[src/sv/cmd_pkg.sv]
// ----------------------------------------------------------------------------
// cmd_pkg
// Types and constants of the chunked message deframer.
// ----------------------------------------------------------------------------
`default_nettype none

package cmd_pkg;

  localparam int unsigned BYTE_W = 8;
  localparam int unsigned WORD_W = 16;
  localparam int unsigned CNT_W  = 3;
  localparam int unsigned STAT_W = 2;

  localparam logic [STAT_W-1:0] ST_PAYLOAD   = 2'd0;
  localparam logic [STAT_W-1:0] ST_EMPTY_END = 2'd1;
  localparam logic [STAT_W-1:0] ST_REJECT    = 2'd2;

  localparam logic REG_CHECK_WORD = 1'b0;
  localparam logic REG_MAX_CHUNK  = 1'b1;

  localparam logic [WORD_W-1:0] CHECK_WORD_RST = 16'h00DF;
  localparam logic [WORD_W-1:0] MAX_CHUNK_RST  = 16'hFFFF;

  // header byte positions
  localparam logic [CNT_W-1:0] HB_CHK_LO  = 3'd0;
  localparam logic [CNT_W-1:0] HB_CHK_HI  = 3'd1;
  localparam logic [CNT_W-1:0] HB_RESERVE = 3'd2;
  localparam logic [CNT_W-1:0] HB_TYPE    = 3'd3;
  localparam logic [CNT_W-1:0] HB_TOTAL   = 3'd4;
  localparam logic [CNT_W-1:0] HB_CUR     = 3'd5;
  localparam logic [CNT_W-1:0] HB_SIZE_LO = 3'd6;
  localparam logic [CNT_W-1:0] HB_SIZE_HI = 3'd7;

  typedef struct packed {
    logic [WORD_W-1:0] chk;
    logic [BYTE_W-1:0] msg_type;
    logic [BYTE_W-1:0] total;
    logic [BYTE_W-1:0] cur;
    logic [BYTE_W-1:0] size_lo;
  } hdr_fields_t;

  typedef struct packed {
    logic              reject;
    logic              is_final;
    logic              empty;
    logic [WORD_W-1:0] size;
  } hdr_verdict_t;

endpackage

`default_nettype wire

[src/sv/cmd_hdr_chk.sv]
// ----------------------------------------------------------------------------
// cmd_hdr_chk
// Validates a completed chunk header against the configured limits.
// ----------------------------------------------------------------------------
`default_nettype none

module cmd_hdr_chk (
  input  var cmd_pkg::hdr_fields_t              hdr,
  input  wire logic [cmd_pkg::BYTE_W-1:0]       size_hi,
  input  wire logic [cmd_pkg::WORD_W-1:0]       check_word,
  input  wire logic [cmd_pkg::WORD_W-1:0]       max_chunk_bytes,
  output cmd_pkg::hdr_verdict_t                 verdict
);

  logic [cmd_pkg::WORD_W-1:0] size;

  assign size = {size_hi, hdr.size_lo};

  always_comb begin
    verdict.size     = size;
    verdict.is_final = (hdr.cur == hdr.total);
    verdict.empty    = (size == '0);
    verdict.reject   = (hdr.chk != check_word) || (size > max_chunk_bytes) ||
                       (hdr.cur > hdr.total);
  end

endmodule

`default_nettype wire

[src/sv/chunked_message_deframer.sv]
// Latency: a byte accepted at one edge shows its result, if it yields one, at the output from the next cycle.
// Throughput: one byte per cycle; the output register takes a new result whenever it
//   is empty or being drained, so only a stalled output holds off the input.
// Reset (rst_n low, synchronous): header hunting restarts, no result pending,
//   check_word returns to 0x00DF and max_chunk_bytes to 0xFFFF.
// ----------------------------------------------------------------------------
// chunked_message_deframer
// Deframes a byte stream into chunk headers and payload bytes with message type.
// ----------------------------------------------------------------------------
`default_nettype none

module chunked_message_deframer (
  input  wire logic        clk,
  input  wire logic        rst_n,
  input  wire logic        cfg_we,
  input  wire logic        cfg_index,
  input  wire logic [15:0] cfg_data,
  input  wire logic        in_tvalid,
  output      logic        in_tready,
  input  wire logic [7:0]  in_tdata,   // [7:0] rx_byte
  output      logic        out_tvalid,
  input  wire logic        out_tready,
  output      logic [15:0] out_tdata,  // [7:0] payload_byte, [15:8] message_type
  output      logic        out_tlast,  // end_of_message
  output      logic [1:0]  out_tuser   // [1:0] status
);

  logic [cmd_pkg::WORD_W-1:0] check_word_r;
  logic [cmd_pkg::WORD_W-1:0] max_chunk_r;

  logic                       in_payload_r, in_payload_nxt;
  logic [cmd_pkg::CNT_W-1:0]  hdr_cnt_r, hdr_cnt_nxt;
  cmd_pkg::hdr_fields_t       hdr_r, hdr_nxt;
  logic [cmd_pkg::WORD_W-1:0] bytes_left_r, bytes_left_nxt;
  logic                       final_r, final_nxt;
  logic [cmd_pkg::BYTE_W-1:0] type_r, type_nxt;

  logic                       out_valid_r, out_valid_nxt;
  logic [cmd_pkg::BYTE_W-1:0] out_data_r, out_data_nxt;
  logic [cmd_pkg::BYTE_W-1:0] out_type_r, out_type_nxt;
  logic                       out_last_r, out_last_nxt;
  logic [cmd_pkg::STAT_W-1:0] out_stat_r, out_stat_nxt;

  logic                       accept;
  logic                       emit;
  cmd_pkg::hdr_verdict_t      verdict;

  cmd_hdr_chk u_hdr_chk (
    .hdr             (hdr_r),
    .size_hi         (in_tdata),
    .check_word      (check_word_r),
    .max_chunk_bytes (max_chunk_r),
    .verdict         (verdict)
  );

  assign in_tready = !out_valid_r || out_tready;
  assign accept    = in_tvalid && in_tready;

  always_ff @(posedge clk) begin
    if (!rst_n) begin
      check_word_r <= cmd_pkg::CHECK_WORD_RST;
      max_chunk_r  <= cmd_pkg::MAX_CHUNK_RST;
    end else if (cfg_we) begin
      case (cfg_index)
        cmd_pkg::REG_CHECK_WORD: check_word_r <= cfg_data;
        cmd_pkg::REG_MAX_CHUNK:  max_chunk_r  <= cfg_data;
        default: ;
      endcase
    end
  end

  always_comb begin
    in_payload_nxt = in_payload_r;
    hdr_cnt_nxt    = hdr_cnt_r;
    hdr_nxt        = hdr_r;
    bytes_left_nxt = bytes_left_r;
    final_nxt      = final_r;
    type_nxt       = type_r;
    emit           = 1'b0;
    out_data_nxt   = out_data_r;
    out_type_nxt   = out_type_r;
    out_last_nxt   = out_last_r;
    out_stat_nxt   = out_stat_r;

    if (accept) begin
      if (in_payload_r) begin
        emit           = 1'b1;
        out_data_nxt   = in_tdata;
        out_type_nxt   = type_r;
        out_stat_nxt   = cmd_pkg::ST_PAYLOAD;
        bytes_left_nxt = bytes_left_r - 16'd1;
        out_last_nxt   = 1'b0;
        if (bytes_left_r == 16'd1) begin
          in_payload_nxt = 1'b0;
          out_last_nxt   = final_r;
        end
      end else begin
        hdr_cnt_nxt = hdr_cnt_r + 3'd1;
        case (hdr_cnt_r)
          cmd_pkg::HB_CHK_LO:  hdr_nxt.chk[7:0]  = in_tdata;
          cmd_pkg::HB_CHK_HI:  hdr_nxt.chk[15:8] = in_tdata;
          cmd_pkg::HB_RESERVE: ;
          cmd_pkg::HB_TYPE:    hdr_nxt.msg_type  = in_tdata;
          cmd_pkg::HB_TOTAL:   hdr_nxt.total     = in_tdata;
          cmd_pkg::HB_CUR:     hdr_nxt.cur       = in_tdata;
          cmd_pkg::HB_SIZE_LO: hdr_nxt.size_lo   = in_tdata;
          cmd_pkg::HB_SIZE_HI: begin
            out_data_nxt = '0;
            out_type_nxt = hdr_r.msg_type;
            if (verdict.reject) begin
              emit         = 1'b1;
              out_last_nxt = 1'b0;
              out_stat_nxt = cmd_pkg::ST_REJECT;
            end else begin
              type_nxt  = hdr_r.msg_type;
              final_nxt = verdict.is_final;
              if (verdict.empty) begin
                emit         = verdict.is_final;
                out_last_nxt = 1'b1;
                out_stat_nxt = cmd_pkg::ST_EMPTY_END;
              end else begin
                bytes_left_nxt = verdict.size;
                in_payload_nxt = 1'b1;
              end
            end
          end
          default: ;
        endcase
      end
    end

    out_valid_nxt = (out_valid_r && !out_tready) || emit;
  end

  always_ff @(posedge clk) begin
    if (!rst_n) begin
      in_payload_r <= 1'b0;
      hdr_cnt_r    <= '0;
      out_valid_r  <= 1'b0;
    end else begin
      in_payload_r <= in_payload_nxt;
      hdr_cnt_r    <= hdr_cnt_nxt;
      out_valid_r  <= out_valid_nxt;
    end
  end

  always_ff @(posedge clk) begin
    hdr_r        <= hdr_nxt;
    bytes_left_r <= bytes_left_nxt;
    final_r      <= final_nxt;
    type_r       <= type_nxt;
    out_data_r   <= out_data_nxt;
    out_type_r   <= out_type_nxt;
    out_last_r   <= out_last_nxt;
    out_stat_r   <= out_stat_nxt;
  end

  assign out_tvalid = out_valid_r;
  assign out_tdata  = {out_type_r, out_data_r};
  assign out_tlast  = out_last_r;
  assign out_tuser  = out_stat_r;

endmodule

`default_nettype wire

[config.mk]
export PLATFORM = sky130hd
export DESIGN_NAME = chunked_message_deframer
export DESIGN_NICKNAME = d
export VERILOG_FILES = /design/src/sv/cmd_pkg.sv /design/src/sv/cmd_hdr_chk.sv /design/src/sv/chunked_message_deframer.sv
export SDC_FILE = /design/constraint.sdc
export NUM_CORES = 1
export LEC_CHECK = 0
export ABC_AREA = 1
export BUFFER_PORTS_ARGS = -buffer_cell sky130_fd_sc_hd__buf_2
export CAP_MARGIN = 40
export CORE_MARGIN = 2
export CORE_UTILIZATION = 64
export CTS_CLUSTER_SIZE = 25
export DETAILED_ROUTE_END_ITERATION = 7
export PLACE_DENSITY = 0.85
export SLEW_MARGIN = 20
export SYNTH_ARGS = -nofsm -noshare
export SYNTH_HDL_FRONTEND = slang
export SYNTH_SLANG_ARGS = --single-unit
export TNS_END_PERCENT = 100
[constraint.sdc]
create_clock -name clk -period 4.1 [get_ports clk]
set_input_delay 1.23 -clock clk [delete_from_list [all_inputs] [get_ports clk]]
set_output_delay 1.23 -clock clk [all_outputs]
set_load 0.01 [all_outputs]
=== Word-level counts from Yosys, hierarchy flattened ===
Cells that the tools add are included.

* Bits of input ports: 30
* Logic and storage cells: 87
* Flip-flop bits (word level): 129

* Bitwise operators: 3
* Magnitude comparators: 2
* Add/subtract/negate cells: 2
* Equality and inequality tests: 11
* Muxes and demuxes: 26
* Reduce and logical (&&, ||, !) cells: 25

{| class="wikitable"
|+ Operator list
! kind !! number
|-
| 16-bit two-way mux || 4
|-
| 8-bit two-way mux || 4
|-
| 3-bit AND reduction || 7
|-
| 16-bit by 1-bit == test with 1-bit output, second input constant || 1
|-
| 16-bit greater-than comparator || 1
|-
| 16-bit zero test || 1
|-
| 16-bit != test || 1
|-
| 16-bit by 1-bit subtractor with 16-bit output, second input constant || 1
|-
| 1-bit two-way mux || 15
|-
| 3-bit == test, second input constant || 4
|-
| 8-bit == test || 1
|-
| 8-bit greater-than comparator || 1
|-
| 2-bit AND reduction || 4
|-
| 4-bit AND reduction || 2
|-
| 2-bit two-way mux || 3
|-
| 1-bit logical OR || 4
|-
| 2-bit != test, second input constant || 2
|-
| 3-bit by 1-bit adder with 3-bit output, second input constant || 1
|-
| 3-bit by 1-bit == test with 1-bit output, second input constant || 1
|-
| 3-bit by 2-bit == test with 1-bit output, second input constant || 1
|-
| 3-bit zero test || 1
|-
| 1-bit NOT || 3
|-
| 3-bit nonzero test || 1
|-
| 1-bit logical AND || 2
|-
| other kinds (2) || 3
|}

=== Longest topological paths before layout ===
Gate-level depths: netlist of run 1.

* Depth after elaboration: 8
* Mapped depth: 16

=== Hierarchy ===
Synthesis of run 1 repeated with hierarchy kept, for this count alone.

* Cell total of the unflattened synthesis: 695
* Area, all modules: 6199.7 µm²

{| class="wikitable"
|+ By module, submodules not included
! module !! cells an instance !! area an instance (µm²) !! instances
|-
| chunked_message_deframer || 477 || 5062.4 || 1
|-
| cmd_hdr_chk || 218 || 1137.3 || 1
|}

=== Worst setup path after synthesis of run 1 ===
OpenSTA, ideal clock, no wires.

* Kind: input to register
* Start point: in in_tdata[7]
* End point: reg final_r, enable pin
* Arrival: 2.558 ns
* Path slack: 1.168 ns
* Buffers on the path: 0
* Data required time: 3.726 ns
* Setup time: 0.374 ns
* Stages: 9
* Cell sequence: ha_1 nand2_1 nor3_1 nand3_1 nand2_1 nand2_1 inv_2 nand2_2 nor2_1

* Word-level cells in the longest chain between the ends: 5

{| class="wikitable"
|+ RTL lines
! item !! RTL line !! RTL
|-
| start: declaration || chunked_message_deframer.sv:20 || <nowiki>input wire logic [7:0] in_tdata,</nowiki>
|-
| 16-bit greater-than comparator || cmd_hdr_chk.sv:23 || <nowiki>verdict.reject = (hdr.chk != check_word) || (size > max_chunk_bytes) ||</nowiki>
|-
| 1-bit logical OR (2 in a row) || cmd_hdr_chk.sv:23 ||
|-
| 1-bit NOT (no line) || -- ||
|-
| 4-bit AND reduction (no line) || -- ||
|-
| end signal: assignment || chunked_message_deframer.sv:150 || <nowiki>final_r <= final_nxt;</nowiki>
|-
| end: declaration || chunked_message_deframer.sv:35 || <nowiki>logic final_r, final_nxt;</nowiki>
|}

No other way between the ends.
A chain may end at the register's enable or synchronous reset.

=== Worst setup path in the final report of run 1 ===
* Start point: in in_tdata[3]
* End point: reg final_r, enable pin

Same word-level chain as after synthesis.

==> results of run 1 <==
==> cell usage after synthesis <==
cell type | n | area share, %
nor2_1 | 68 | 4.3
nand2_2 | 1 | 0.11
o211ai_1 | 20 | 2.5
inv_1 | 93 | 5.9
nand4_1 | 4 | 0.42
o21a_1 | 2 | 0.25
xnor2_1 | 2 | 0.30
nand4_2 | 1 | 0.21
clkbuf_1 | 14 | 0.89
o21ai_0 | 24 | 2.0
nor3_2 | 2 | 0.34
dfxtp_1 | 37 | 13
a21o_1 | 1 | 0.13
nor3_1 | 6 | 0.51
a31oi_1 | 4 | 0.42
o21ai_1 | 4 | 0.34
ha_1 | 32 | 6.8
buf_2 | 3 | 0.25
inv_2 | 1 | 0.064
or2_2 | 1 | 0.11
xor2_1 | 4 | 0.59
nand2_1 | 162 | 10
nor2_2 | 3 | 0.32
edfxtp_1 | 92 | 47
a22oi_1 | 1 | 0.13
nand3_1 | 11 | 0.93
o31ai_1 | 2 | 0.25
a21oi_1 | 24 | 2.0
==> routing by layer <==
| metal | vias to the layer above | routed length, um | share of wire, % |
|---|---|---|---|
| met5 | - | 0 | 0 |
| li1 | 2145 | - | - |
| met2 | 255 | 6710 | 49 |
| met1 | 2096 | 5190 | 38 |
| met3 | 45 | 1200 | 8.9 |
| met4 | 0 | 455 | 3.4 |
==> metrics by stage <==
stage	hold WS [ns]	power, mW	instances
floorplan	0.427	1.58	619
global placement	0.444	1.64	770
detailed placement	0.444	1.65	770
CTS	0.458	2.99	802
global route	0.457	3.07	804
finish	0.458	2.99	804
==> power groups by stage <==
stage                     Clock [mW]  Combinational [mW]  Sequential (mW)
after detailed placement           0               0.173             1.48
after CTS                       1.36               0.177             1.45
after global routing            1.42               0.203             1.45
after global placement             0               0.163             1.47
after floorplan                    0               0.108             1.47
final                           1.36               0.181             1.45
==> placed cells by master (no fill, tap or decap), types with 6 or more instances in the layout <==
cell type    n
nor3_1       6
buf_4        8
buf_2       50
nand3_1     11
o21ai_0     24
nor2_1      68
nand2_1    162
ha_1        32
inv_1       93
o211ai_1    20
clkbuf_16   16
edfxtp_1    92
dfxtp_1     37
a21oi_1     24
==> worst min path at each step <==
stage,to,startpoint,cells past startpoint
floorplan,type_r[0]$_DFFE_PP_,hdr_r[24]$_DFFE_PP_,0
detailed placement,type_r[4]$_DFFE_PP_,hdr_r[28]$_DFFE_PP_,0
finish,type_r[4]$_DFFE_PP_,hdr_r[28]$_DFFE_PP_,0
global route,type_r[4]$_DFFE_PP_,hdr_r[28]$_DFFE_PP_,0
global placement,type_r[4]$_DFFE_PP_,hdr_r[28]$_DFFE_PP_,0
CTS,type_r[4]$_DFFE_PP_,hdr_r[28]$_DFFE_PP_,0
==> cells by family after synthesis <==
kind of cell    synth area share [%]
simple gates                    17.6
flops                           59.4
buf+inv                         7.13
compound gates                  8.15
fa+ha+maj                       6.79
xor+xnor                       0.892
==> flip-flops by register name, indices dropped and copies added (netlist names) <==
signal and flops:
hdr_cnt_r 3, hdr_r 48, out_type_r 8, max_chunk_r 16, type_r 8, in_payload_r 1, out_tvalid 1, final_r 1
out_tlast 1, bytes_left_r 16, check_word_r 16, out_tuser 2, out_data_r 8
==> final cells by class <==
type / instances / area [sq um] / area share, %
sequential: 129 / 3500 / 51.3
multi-input combinational: 379 / 1970 / 28.9
clock buffer: 17 / 414 / 6.07
inverter: 94 / 353 / 5.17
timing repair buffer: 59 / 325 / 4.77
tap: 111 / 139 / 2.04
clock inverter: 15 / 119 / 1.74
==> worst register-to-register path, delay by kind of cell, from the launching register on <==
kind | cells | cell delay, ns
simple gates | 11 | 1.29
flops | 1 | 0.45
fa+ha+maj | 1 | 0.32
buf+inv | 2 | 0.14
==> results.md, run 1 <==
* Share of layout cells above drive strength 1 at between 10% and 20%
* HP Class: reg -> reg
* IO Port Bufs at 50
* Setup violations, final at 0
* Sw Pwr at roughly 700 uW
* Worst skew pair latency at about 0.53 ns
* Critical path's slowest cell: nor2_1
* Grt met3 use at 5.99%
* Sequential share of the synthesized area at a little under 60%
* Tmin final at 3.12 ns
* Crit Path Category: in -> reg
* Detail Route Antenna Nets at 0
* Nets at approximately 740
* Routed wire length at 13600 um
* Final GP Congestion at roughly 0.9
* N_diodes at 0
* Total CTS buffers at 17
* Leak Pwr at between 3 and 4 nW
* Status: finished, final reports clean
* Max Cap Viol at 0
* Area of the die at 0.00999 sq mm
* Post-DP Area at 0.00627 sq mm
* Die width at 100 um
* Layout fillers at a little under 600
* Pre-CTS setup slack at just under 0.5 ns
* I/O Pins at 51
* Register-to-register setup slack at 1.52 ns
* Pin count of the biggest net entering global routing at 38
* Worst EP arrival at roughly 3.3 ns
* CTS Buffer Depth at 2
* Vias at about 4500
* Avg Inst Size Synth at 9.52 sq um
* PostCTS Resize Cnt at 0
* Clock root buffer: clkbuf_8
* Final HPWL DP at ~9000 um
* CP top delay family: simple AND/OR/NAND/NOR gates
* CP Launch Type: primary input
* Cell depth of the worst setup path at 11
* Switch share at 23.5%
* Initial DRC count at between 400 and 500
* CTS tree: built
* Gate power share at 6.0%
* Global Route Usage Sum at 28.6%
* CP max FO at 10
* Crit Reg-Reg Startpoint: hdr_r[3]$_DFFE_PP_
* Initial Util at 65.0%
* DRC viols at 0
* Fin crit share at between 70% and 80%
* Syn Nets at between 600 and 700
* Skew final at approximately 0.0080 ns
* Pre-Repair DR Iteration Count at 5
* Setup TNS at 0 ns
* Routed vias/inst at between 5 and 6
* Largest stage delay, worst path at roughly 0.58 ns
* CTS Hold Bufs at 0
* Worst VDD drop at between 0.0002 and 0.0003 V
* Cells after Synth at between 600 and 700
* Mapped Area at 0.00589 sq mm
* RSZ-0062 raised after global routing: false
* Htree depth at 4
* Most Frequent Cell on Critical Path: nand2_1
* Finished Cell Area at roughly 0.0068 sq mm
* Met1 GRT Util at a little over a third
* Core area at 0.00906 sq mm
* Util after Layout at between 70% and 80%
* Post-CTS Repair Setup Buffers at 0
* Yosys warning count at 0
* Slew Limit Fails at 0
* WL per Instance at 16.9 um
* Critical R2R Capture: final_r$_DFFE_PP_
* Area grow syn2layout at 15.8%
* DIE HEIGHT at around 100 um
* Final hold vios at 0
* Worst Setup SP: in_tdata[3]
* Sequential share of power at about half
* Power density over the cells at about 440 mW/mm^2
* Worst setup margin at 0.976 ns
* First-pass GRT wire length at between 20000 and 25000 um
* Grt peak-use layer: met2
* GR Overflow Total at 0
* Initial antenna violation count at 0
* Max Freq at roughly 320 MHz
* Worst slew pin tran at between 0.7 and 0.8 ns
* Vias in the first global route at 4477
* CP required at approximately 4.3 ns
* Count of different cell masters after synthesis at 28
* CP endpoint kind: register
* Worst r2r path cells at 14
* Worst slew margin at between 40% and 50%
* Clock sink count at ~130
* Row count at 35
* Clock transition at path regs at 0.06 ns
* Worst path cell trace: buf_2 -> ha_1 -> a21oi_1 -> o21ai_0 -> a21oi_1 -> nand2_1 -> nand2_1 -> nand2_1 -> inv_2 -> nand2_2 -> nor2_1
* Clock share of power at a little under half
* Internal Power at 2.29 mW
* WP buf/inv at 2
* Met2 GRT Util at between 40% and 50%
* Synth Register Bits at 129
* Worst setup endpoint: final_r$_DFFE_PP_
No activity file was read; power rests on OpenSTA's default activity.
==> inputs of run 2 (changes only) <==
--- a/config.mk
+++ b/config.mk
@@ -9,10 +9,10 @@
 export BUFFER_PORTS_ARGS = -buffer_cell sky130_fd_sc_hd__buf_2
 export CAP_MARGIN = 40
 export CORE_MARGIN = 2
-export CORE_UTILIZATION = 64
+export CORE_UTILIZATION = 54
 export CTS_CLUSTER_SIZE = 25
 export DETAILED_ROUTE_END_ITERATION = 7
-export PLACE_DENSITY = 0.85
+export PLACE_DENSITY = 0.76
 export SLEW_MARGIN = 20
 export SYNTH_ARGS = -nofsm -noshare
 export SYNTH_HDL_FRONTEND = slang
==> constraint.sdc (replaced) <==
create_clock -name clk -period 2.7 [get_ports clk]
set_input_delay 0.81 -clock clk [delete_from_list [all_inputs] [get_ports clk]]
set_output_delay 0.81 -clock clk [all_outputs]
set_load 0.01 [all_outputs]
==> results.md, run 2 (synthesis results as in run 1) <==
* Status: finished, final reports clean
* Placed insts at between 800 and 900
* Worst VDD drop at roughly 0.00048 V
* Core area at 0.0107 sq mm
* Die width at ~110 um
* HP Class: reg -> reg
* Routed vias/inst at 5.14
* Leak Pwr at 3.20 nW
* Finished Cell Area at ~0.007 sq mm
* Worst slew pin tran at about 0.67 ns
* Row count at 38
* CTS Buffer Depth at 2
* Skew final at about 0.014 ns
* Worst setup margin at approximately 0.50 ns
* Final hold vios at 0
* Overall power at between 4 and 5 mW
* Area of the die at 0.0118 sq mm
* Post-CTS Repair Setup Buffers at 0
* Max reg flops at 48
* CP endpoint kind: register
* Commonest non-fill, non-tap cell in the layout: nand2_1
* Vias at between 4000 and 5000
* Setup violations, final at 0
* Worst EP arrival at around 2.4 ns
* Initial antenna violation count at 0
* Worst skew pair latency at approximately 0.53 ns
* Met1 GRT Util at between 30% and 40%
* Post-DP Area at approximately 0.0064 sq mm
* CP required at about 2.9 ns
* Area grow syn2layout at 18.9%
* Hold Slack at ~0.44 ns
* N_diodes at 0
* Top reg by flops: hdr_r
* Most frequent cells in the layout: 162 x nand2_1, 93 x inv_1, 92 x edfxtp_1
* WL per Instance at between 10 and 15 um
* Global Route Usage Sum at approximately a quarter
* GR Overflow Total at 0
* Fin crit share at 81.4%
* Worst slew margin at a little under three fifths
* IO Port Bufs at 50
* CTS Hold Bufs at 0
* Htree depth at 4
* Non-Filler Instances at about 850
* Grt met3 use at between 6 and 7%
* Met2 GRT Util at 38.7%
* RSZ-0062 raised after global routing: false
* CP Launch Type: primary input
* Slew Limit Fails at 0
* Initial Util at approximately 55%
* Total CTS buffers at 17
* DIE HEIGHT at ~110 um
* Pin count of the biggest net entering global routing at 38
* I/O Pins at between 50 and 60
* Max Cap Viol at 0
* Nets at 754
* Pre-Repair DR Iteration Count at 5
* Initial DRC count at 392
* Share of layout cells above drive strength 1 at between 10% and 20%
* Final GP Congestion at about 0.83
* Routed wire length at between 10000 and 15000 um
* Final HPWL DP at 8300 um
* Util after Layout at 65.2%
* Tmin final at around 2.2 ns
* Detail Route Antenna Nets at 0
* Grt peak-use layer: met2
* Setup TNS at 0 ns
* Clock transition at path regs at 0.06 ns
* Vias in the first global route at 4305
* PostCTS Resize Cnt at 0
* CTS tree: built
* Power density over the cells at ~670 mW/mm^2
* Crit Path Category: in -> reg
* First-pass GRT wire length at a little over 20000 um
* Clock sink count at between 100 and 150
* Max Freq at between 400 and 500 MHz
* DRC viols at 0
* Clock root buffer: clkbuf_8
* Pre-CTS setup slack at around 0.0045 ns
* CP max FO at 16
==> run 2: cell type report <==
type | count | area (sq um)
tap | 140 | 175
multi-input combinational | 379 | 1970
fill | 858 | 3740
inverter | 94 | 353
clock inverter | 13 | 165
timing repair buffer | 71 | 420
clock buffer | 19 | 422
sequential | 129 | 3500
==> run 2: path summary, 6_finish.rpt <==
check	to	slack (ns)	from	depth (start not counted)
worst min register to register	type_r[2]$_DFFE_PP_	0.44	hdr_r[26]$_DFFE_PP_	0
worst min-delay path	type_r[2]$_DFFE_PP_	0.44	hdr_r[26]$_DFFE_PP_	0
worst max-delay path	bytes_left_r[11]$_DFFE_PP_	0.50	in_tdata[3]	11
worst max register to register	bytes_left_r[11]$_DFFE_PP_	0.52	hdr_r[11]$_DFFE_PP_	12
==> run 2: report_power, final <==
part           total (mW)  internal (mW)  switching [mW]
logic               0.280          0.101           0.179
registers            2.20           2.17          0.0258
clock network        2.25           1.41           0.841
total                4.72           3.68            1.05
==> run 2: worst max-delay path, stage by stage <==
cell and delay (ns):
buf_2 0.11, ha_1 0.30, nand4_1 0.16, nor3_1 0.26, nand3_1 0.10, nand2_1 0.15
nand2_1 0.08, inv_2 0.07, nand3_1 0.08, nand2_1 0.12, buf_12 0.16
==> run 2: metal layers <==
layer	part of all wire (%)	wire length (um)
met5	0	0
met4	1.7	207
met3	5.3	659
met2	48	6010
met1	45	5540
==> inputs of run 3 (changes only) <==
--- a/config.mk
+++ b/config.mk
@@ -5,14 +5,14 @@
 export SDC_FILE = /design/constraint.sdc
 export NUM_CORES = 1
 export LEC_CHECK = 0
-export ABC_AREA = 1
+export ABC_AREA = 0
 export BUFFER_PORTS_ARGS = -buffer_cell sky130_fd_sc_hd__buf_2
 export CAP_MARGIN = 40
 export CORE_MARGIN = 2
-export CORE_UTILIZATION = 54
+export CORE_UTILIZATION = 59
 export CTS_CLUSTER_SIZE = 25
 export DETAILED_ROUTE_END_ITERATION = 7
-export PLACE_DENSITY = 0.76
+export PLACE_DENSITY = 0.79
 export SLEW_MARGIN = 20
 export SYNTH_ARGS = -nofsm -noshare
 export SYNTH_HDL_FRONTEND = slang
==> constraint.sdc (replaced) <==
create_clock -name clk -period 2.25 [get_ports clk]
set_input_delay 0.675 -clock clk [delete_from_list [all_inputs] [get_ports clk]]
set_output_delay 0.675 -clock clk [all_outputs]
set_load 0.01 [all_outputs]
==> results.md, run 3 <==
* Layout fillers at 600
* Multi-input logic area at between 0.002 and 0.0025 sq mm
* Syn Nets at ~540
* Status: complete, but fails checks
* N_diodes at 0
* Slew Limit Fails at 0
* Max Cap Viol at 0
* Worst path cell trace: ha_1 -> a21oi_1 -> o21ai_1 -> a221o_1 -> o31a_4 -> o32ai_4 -> buf_12
* Worst r2r path cells at 7
* Critical path's slowest cell: edfxtp_1
* CP endpoint kind: register
* Core area at between 0.009 and 0.01 sq mm
* CP Launch Type: register
* Final hold vios at 0
* Cell depth of the worst setup path at 7
* Cells after Synth at between 400 and 500
* CTS tree: built
* Worst VDD drop at a little under 0.0006 V
* Pre-CTS setup slack at -0.485 ns
* Sequential share of power at a little under half
* Crit Path Category: reg -> reg
* Worst skew pair latency at 0.51 ns
* Synth Register Bits at between 100 and 150
* Primary FF master, synth: edfxtp_1
* Area grow syn2layout at 25.8%
* Initial antenna violation count at 0
* Vias at about 4000
* Gate power share at approximately 6.8%
* CTS Buffer Depth at 2
* Clock root buffer: clkbuf_8
* I/O Pins at 51
* Clock share of power at 47.6%
* Pre-Repair DR Iteration Count at 5
* Final GP Congestion at between 0.9 and 1
* Most common cell in the synthesized netlist: edfxtp_1
* Final HPWL DP at between 8000 and 9000 um
* Sequential share of the synthesized area at about three fifths
* Htree depth at 4
* Worst setup margin at -0.107 ns
* Area of the die at 0.0106 sq mm
* Mapped Area at between 0.005 and 0.006 sq mm
* Largest stage delay, worst path at between 0.4 and 0.5 ns
* Worst slew pin tran at 0.621 ns
* Setup violations, final at 25
* Share of layout cells above drive strength 1 at about 30%
* Fin crit share at 105%
* Count of different cell masters after synthesis at 47
* Clock transition at path regs at roughly 0.060 ns
* RSZ-0062 raised after global routing: true
* DIE HEIGHT at just over 100 um
* Synth top cells by count: 92 x edfxtp_1, 60 x nand2_1, 37 x dfxtp_1
* Total CTS buffers at 17
* Routed wire length at about 14000 um
* Tmin final at around 2.4 ns
* Leak Pwr at 2.89 nW
* Max reg flops at 48
* Synth area leaders: edfxtp_1 48%, dfxtp_1 13%, ha_1 6.9%, nand2_1 3.9%, xor2_1 3.5%
* Initial Util at ~60%
* Detail Route Antenna Nets at 0
* Global Route Usage Sum at between 20 and 30%
* Reg area at 0.00351 sq mm
* HP Class: in -> reg
* Skew final at roughly 0.0054 ns
* Avg Inst Size Synth at around 12 sq um
* Nets at between 600 and 700
* Top reg by flops: hdr_r
* Sw Pwr at ~1.3 mW
* Switch share at between 20 and 25%
* CP max FO at 16
* Failing checks: setup timing
* Yosys warning count at 0
* WP buf/inv at 1
* WL per Instance at around 19 um
* Internal Power at about 4.5 mW
* Vias in the first global route at roughly 4000
* Routed vias/inst at approximately 5.7
* Hold Crit Depth at 3
* Pin count of the biggest net entering global routing at 52
* CP top delay family: compound AO/OA/AOI/OAI gates
* Hold Slack at around 0.42 ns
* Initial DRC count at between 200 and 300
* DRC viols at 0
* IO Port Bufs at 50
* Die width at between 100 and 150 um
* Max Freq at roughly 420 MHz
* CP required at between 2 and 2.5 ns
* Synth top area share at a little under half
* Post-synth EDFFs at 92
* Clock sink count at 129
* Most frequent cells in the layout: 92 x edfxtp_1, 59 x nand2_1, 50 x buf_2
* Yosys top cell by area: edfxtp_1
* Worst EP arrival at around 2.6 ns
* Share of flip-flops with an asynchronous set or reset at 0%
* First-pass GRT wire length at around 21000 um
* Commonest non-fill, non-tap cell in the layout: edfxtp_1
* Worst slew margin at about three fifths
* Row count at 36
* Power density over the cells at around 790 mW/mm^2
* GR Overflow Total at 0
[run 3: changes by cell type in the layout (fill, tap and decap cells not counted), moves of 18 or more]
cell,previous run,this run
buf_4,20,38
inv_1,93,25
nand2_1,162,59
nor2_1,68,18
o21ai_0,24,5
xor2_1,4,23
[run 3: layout make-up]
| class | count | area share (%) |
|---|---|---|
| inverters | 33 | 1.70 |
| repair buffers | 93 | 8.35 |
| clock buffers | 18 | 5.73 |
| multi-input cells | 299 | 31.3 |
| clock inverters | 14 | 2.47 |
| flip-flops and latches | 129 | 48.1 |
| well taps | 133 | 2.28 |
[run 3: worst min-delay path, stage by stage]
cell and delay [ns]:
buf_2 0.10, nand2_1 0.05, nand3_1 0.07
[run 3: per-layer routing]
layer | GRT usage, % | wire [um] | share of wire (%) | vias to the layer above
li1 | - | - | - | 1906
met1 | 34.7 | 5640 | 41 | 1974
met2 | 43.3 | 6650 | 49 | 157
met3 | 6.92 | 842 | 6.2 | 37
met4 | 11.7 | 488 | 3.6 | 0
met5 | 0 | 0 | 0 | -
[run 3: power groups by stage]
stage / Combinational, mW / Clock [mW] / Sequential [mW]
final: 0.392 / 2.75 / 2.64
after global routing: 0.428 / 2.88 / 2.64
after CTS: 0.379 / 2.77 / 2.64
after detailed placement: 0.365 / 0 / 2.68
after global placement: 0.351 / 0 / 2.68
after floorplan: 0.201 / 0 / 2.68
[run 3: path summary, 6_finish.rpt]
kind | from | to | slack (ns)
hold reg to reg | hdr_r[25]$_DFFE_PP_ | type_r[1]$_DFFE_PP_ | 0.46
hold / removal | cfg_data[7] | check_word_r[7]$_SDFFE_PN1P_ | 0.42
setup reg to reg | hdr_r[5]$_DFFE_PP_ | bytes_left_r[12]$_DFFE_PP_ | -0.11
setup / recovery | hdr_r[5]$_DFFE_PP_ | bytes_left_r[12]$_DFFE_PP_ | -0.11
[run 3: stage by stage]
step           util (%)  cells  area [sq um]  TNS, ns  power (mW)
2_1_floorplan         -    481          5940    -8.10        2.88
6_report           75.7    719          7290    -2.39        5.78
5_1_grt            75.7    719          7290    -4.41        5.95
3_5_place_dp       68.3    683          6590   -14.09        3.05
3_3_place_gp       68.3    683          6590   -11.75        3.03
4_1_cts            74.9    716          7220    -2.04        5.78
[run 3: cells by family after synthesis]
kind of cell	after synthesis	share of synthesized area [%]
flip-flops	129	60.4
XOR/XNOR	30	4.53
adder cells (fa/ha/maj)	32	6.91
buffers and inverters	53	3.58
AO/OA/AOI/OAI	72	8.48
multiplexers	10	1.90
AND/OR/NAND/NOR	155	14.1
[run 3: repair_timing]
item | 4_1_cts | 5_1_grt
pin swaps | 3 | 3
setup buffers | 1 | 3
hold buffers | 0 | 0
setup endpoints to repair | 30 | 31
gates resized for setup | 7 | 19
